[config.mk]
export PLATFORM = sky130hd
export DESIGN_NAME = pmst_key_unit
export DESIGN_NICKNAME = d
export VERILOG_FILES = /design/src/rtl/pmst_pkg.sv /design/src/rtl/pmst_key_unit.sv
export SDC_FILE = /design/constraint.sdc
export NUM_CORES = 1
export LEC_CHECK = 0
export BUFFER_PORTS_ARGS = -buffer_cell sky130_fd_sc_hd__buf_2
export CAP_MARGIN = 20
export CORE_MARGIN = 8
export CORE_UTILIZATION = 40
export CTS_CLUSTER_DIAMETER = 30
export DETAILED_ROUTE_END_ITERATION = 8
export GPL_TIMING_DRIVEN = 0
export SYNTH_ARGS = -nofsm -noshare
export SYNTH_HDL_FRONTEND = slang
export SYNTH_SLANG_ARGS = --single-unit
export TNS_END_PERCENT = 5
[constraint.sdc]
create_clock -name i_clk -period 16.15 [get_ports i_clk]
set_input_delay 1.615 -clock i_clk [delete_from_list [all_inputs] [get_ports i_clk]]
set_output_delay 1.615 -clock i_clk [all_outputs]
set_load 0.005 [all_outputs]
[src/rtl/pmst_pkg.sv]
// Shared constants, types and helpers for the Prim spanning tree block.
package pmst_pkg;

    localparam int W_WEIGHT         = 25;
    localparam int W_VTX            = 6;
    localparam int W_IN_IDX         = 5;
    localparam int W_CFG            = 6;
    localparam int MAX_VERTICES_DEF = 32;

    localparam logic [W_WEIGHT-1:0] NO_EDGE   = 25'd20200820;
    localparam logic [W_WEIGHT-1:0] KEY_START = 25'd20200821;

    localparam logic [W_CFG-1:0] VERTEX_COUNT_RST = 6'd32;

    localparam logic OP_LOAD = 1'b0;
    localparam logic OP_RUN  = 1'b1;

    typedef struct packed {
        logic valid;
        logic init;
        logic first;
        logic last;
    } t_scan_cmd;

    function automatic logic [W_WEIGHT-1:0] edge_cost(input logic [W_WEIGHT-1:0] w);
        logic [W_WEIGHT-1:0] c;
        if ((w == '0) || (w >= NO_EDGE)) begin
            c = NO_EDGE;
        end else begin
            c = w;
        end
        return c;
    endfunction

endpackage

[src/rtl/pmst_key_unit.sv]
// Key and source memory with read-modify-write relaxation and running minimum search.
module pmst_key_unit #(
    parameter int MAX_VERTICES = pmst_pkg::MAX_VERTICES_DEF
) (
    input  logic                                i_clk,
    input  logic                                i_rst_n,
    input  pmst_pkg::t_scan_cmd                 i_cmd,
    input  logic [$clog2(MAX_VERTICES)-1:0]     i_idx,
    input  logic [$clog2(MAX_VERTICES)-1:0]     i_pick,
    input  logic [pmst_pkg::W_WEIGHT-1:0]       i_weight,
    output logic                                o_done,
    output logic [$clog2(MAX_VERTICES)-1:0]     o_best_idx,
    output logic [$clog2(MAX_VERTICES)-1:0]     o_best_src
);
    import pmst_pkg::*;

    localparam int IW = $clog2(MAX_VERTICES);

    typedef struct packed {
        logic [W_WEIGHT-1:0] key;
        logic [IW-1:0]       src;
    } t_entry;

    t_entry              r_mem [MAX_VERTICES];
    t_entry              r_rd;
    t_scan_cmd           r_cmd;
    logic [IW-1:0]       r_idx;
    logic                r_done;
    logic [W_WEIGHT-1:0] r_min_key;
    logic [IW-1:0]       r_min_idx;
    logic [IW-1:0]       r_min_src;

    t_entry              w_new;
    logic [W_WEIGHT-1:0] w_cost;
    logic [W_WEIGHT-1:0] w_base;
    logic                w_take;

    assign w_cost = edge_cost(i_weight);

    always_comb begin
        w_new = r_rd;
        if (r_cmd.init) begin
            w_new.key = (r_idx == '0) ? '0 : w_cost;
            w_new.src = '0;
        end else if (r_idx == i_pick) begin
            w_new.key = '0;
        end else if ((r_rd.key != '0) && (w_cost < r_rd.key)) begin
            w_new.key = w_cost;
            w_new.src = i_pick;
        end
    end

    assign w_base = r_cmd.first ? KEY_START : r_min_key;
    assign w_take = (w_new.key != '0) && (w_new.key < w_base);

    always_ff @(posedge i_clk) begin
        if (i_cmd.valid) begin
            r_rd <= r_mem[i_idx];
        end
        if (r_cmd.valid) begin
            r_mem[r_idx] <= w_new;
        end
        r_idx <= i_idx;
    end

    always_ff @(posedge i_clk) begin
        if (r_cmd.valid) begin
            if (w_take) begin
                r_min_key <= w_new.key;
                r_min_idx <= r_idx;
                r_min_src <= w_new.src;
            end else if (r_cmd.first) begin
                r_min_key <= KEY_START;
                r_min_idx <= '0;
                r_min_src <= '0;
            end
        end
    end

    always_ff @(posedge i_clk) begin
        if (!i_rst_n) begin
            r_cmd  <= '0;
            r_done <= 1'b0;
        end else begin
            r_cmd  <= i_cmd;
            r_done <= r_cmd.valid && r_cmd.last;
        end
    end

    assign o_done     = r_done;
    assign o_best_idx = r_min_idx;
    assign o_best_src = r_min_src;

endmodule

==> insert_results.sql <==
INSERT INTO impl_metrics (metric_group, metric, value, unit) VALUES
('timing', 'fin_crit_sh', '0.587', ''),
('synth', 'yosys_warnings', '0', ''),
('global_route', 'grt_antenna_before_repair', '1', ''),
('timing', 'final_hold_viol_count', '0', ''),
('cts', 'tritoncts.num_buffers', '191', ''),
('finish', 'final_net_count', '2320', ''),
('floorplanning', 'die_w', '338', 'um'),
('global_route', 'grt_start_max_net_pins', '35', ''),
('floorplanning', 'initial_core_utilization', '0.402', ''),
('synth', 'most_instantiated_flip_flop_cell_in_the_synthesis_netlist', 'edfxtp_1', ''),
('synth', 'post_synth_num_cell_types', '60', ''),
('timing', 'fin_worst_hold_slack', '471', 'ps'),
('cts', 'cts.clk_slew.worst_paths', '50', 'ps'),
('synth', 'synth_top_cells_by_count', '1,025 x edfxtp_1, 300 x mux4_2, 62 x nor2_1', ''),
('timing', 'grt_setup_unrepaired', 'no', ''),
('place', 'postPlaceCellArea', '44700', 'um^2'),
('synth', 'ys_async_sr_fraction', '0', ''),
('synth', 'synth_largest_area_cell', 'edfxtp_1', ''),
('detailed_routing', 'remaining_drc_errors', '0', ''),
('detailed_routing', 'initialDrtViolationCount', '2413', ''),
('synth', 'post_synth.cell_area_avg', '21.6', 'um^2'),
('finish', 'final_layout_size_suffix_gt1_frac', '0.357', ''),
('job', 'maxCapViolCount', '0', ''),
('setup_path', 'critical_path_class', 'in -> reg', ''),
('floorplanning', 'core-area', '103000', 'um^2'),
('cts', 'cts.htree.levels', '4', ''),
('cts', 'post-cts-setup-buffers', '0', ''),
('setup_path', 'critPathMaxStageDelay', '830', 'ps'),
('finish', 'fillCellCount', '8029', ''),
('floorplanning', 'pin_count', '52', ''),
('power', 'vdd.ir_drop.worst', '0.0968', 'mV'),
('floorplanning', 'rows', '118', ''),
('synth', 'synthMuxAreaShare', '0.177', ''),
('place', 'gpl.final_weighted_congestion', '0.887', ''),
('setup_path', 'critPathMaxFanout', '33', ''),
('place', 'numPortBuffers', '51', ''),
('timing', 'finClkSkew', '36.9', 'ps'),
('detailed_routing', 'route.detailed.vias_per_inst', '5.61', ''),
('setup_path', 'worstSetupEndpointType', 'flop', ''),
('synth', 'postSynthRegisterBits', '1035', ''),
('global_route', 'grt_pass1_vias', '22231', ''),
('timing', 'actual_transition_at_the_worst_max_transition_pin', '1120', 'ps'),
('timing', 'slew_violations', '0', ''),
('cts', 'clock_latency', '770', 'ps'),
('timing', 'clock.fmax', '105', 'MHz'),
('status', 'run_status', 'completed', ''),
('cts', 'holdBufCountCts', '0', ''),
('finish', 'syn2layout_area_growth', '25.5', '%'),
('setup_path', 'critPathRequiredTime', '16560', 'ps'),
('power', 'overall_power_after_layout', '0.00788', 'W'),
('global_route', 'groute.usage.overall', '0.186', ''),
('global_route', 'globalRoute.totalOverflow', '0', ''),
('detailed_routing', 'route.antenna.remaining_nets', '0', ''),
('detailed_routing', 'post_drt_wl_per_cell', '28.0', 'um'),
('detailed_routing', 'route.vias.total', '21183', ''),
('worst_hold_path', 'worst_hold_path_type', 'reg -> reg', ''),
('timing', 'report.final.setup_viol', '0', ''),
('synth', 'yosysMostFrequentCell', 'edfxtp_1', ''),
('timing', 'worst_slew_margin_rel', '0.254', ''),
('floorplanning', 'design.die.area', '114000', 'um^2'),
('detailed_routing', 'drt_pass1_iterations', '5', ''),
('power', 'power_density', '152', 'nW/um^2'),
('synth', 'post_synth_inst_count', '1915', ''),
('cts', 'tritoncts_clock_tree', 'yes', ''),
('synth', 'combinational_family_with_the_most_area_after_synthesis', 'multiplexers', ''),
('synth', 'synth-compound-area-share', '0.0188', ''),
('synth', 'sequential_fraction_of_the_synthesis_area', '0.748', ''),
('cts', 'cts_resized', '0', ''),
('finish', 'fin_area', '52000', 'um^2'),
('cts', 'clock_tree.buffer_depth', '3', ''),
('finish', 'finish.utilization', '0.504', '');
[kinds of logic (layout without fill, tap and decap cells)]
family          after synthesis  count (layout)
compound gates              113             113
flops                      1035            1035
buf+inv                     143             626
fa+ha+maj                    48              48
mux                         352             352
simple gates                219             219
other cells                   0               1
xor+xnor                      5               5
[worst max-delay path, delay by kind of cell]
family	cells	cell delay, ps
AO/OA/AOI/OAI	11	2860
AND/OR/NAND/NOR	9	2430
buffers and inverters	7	2290
adder cells (fa/ha/maj)	2	680
[routing by layer]
| layer | vias up | wire length, um | GRT usage |
|---|---|---|---|
| met2 | 930 | 51000 | 0.296 |
| met5 | - | 198 | 0 |
| met3 | 167 | 8760 | 0.0474 |
| met4 | 2 | 2270 | 0.0596 |
| li1 | 8791 | - | - |
| met1 | 11293 | 43800 | 0.252 |
[through the flow]
| step | worst slack [ps] | instances |
|---|---|---|
| 6_report | 6660 | 3779 |
| 2_1_floorplan | 7010 | 1915 |
| 3_5_place_dp | 5740 | 3398 |
| 4_1_cts | 6490 | 3758 |
| 5_1_grt | 6100 | 3778 |
| 3_3_place_gp | 3460 | 3346 |
[worst paths after layout]
| check | from | endpoint | slack [ps] | depth (start not counted) |
|---|---|---|---|---|
| setup reg to reg | r_rd[29] | o_best_src[0] | 8780 | 21 |
| hold / removal | r_cmd[0] | o_done | 470 | 1 |
| setup / recovery | i_weight[8] | o_best_src[0] | 6660 | 29 |
| hold reg to reg | r_cmd[0] | o_done | 470 | 1 |
[report_power, final]
group | internal, W | leakage, nW | switching, W | total [W]
Combinational | 0.000224 | 4.57 | 0.000381 | 0.000604
Sequential | 0.00311 | 9.40 | 0.0000169 | 0.00312
Clock | 0.00277 | 3.31 | 0.00139 | 0.00416
[sequential cells by signal, summed over array words and instances (netlist names)]
signal / cells
o_best_idx: 5
o_best_src: 5
o_done: 1
r_cmd: 4
r_idx: 5
r_mem: 960
r_min_key: 25
r_rd: 30
[layout make-up]
| cell class | count | area [um^2] | share of cell area |
|---|---|---|---|
| Clock buffer | 208 | 4890 | 0.0939 |
| Clock inverter | 152 | 1980 | 0.0381 |
| Buffer | 92 | 388 | 0.00746 |
| Multi-Input combinational cell | 737 | 10200 | 0.196 |
| Timing Repair Buffer | 123 | 1680 | 0.0323 |
| Tap cell | 1380 | 1730 | 0.0332 |
| Inverter | 51 | 191 | 0.00368 |
| Sequential cell | 1035 | 31000 | 0.596 |
| Antenna cell | 1 | 2.50 | 0.0000481 |
[placed cells by master, fill, tap and decap left out, types with 26 or more instances in the layout]
master,instances
and2_1,26
buf_12,28
buf_2,58
bufinv_16,35
clkbuf_1,73
clkbuf_16,193
clkinv_2,30
edfxtp_1,1025
ha_1,48
inv_1,51
mux2_2,34
mux4_2,300
nand2_1,39
nor2_4,32
Note: power is estimated with default switching activity, not from simulation.
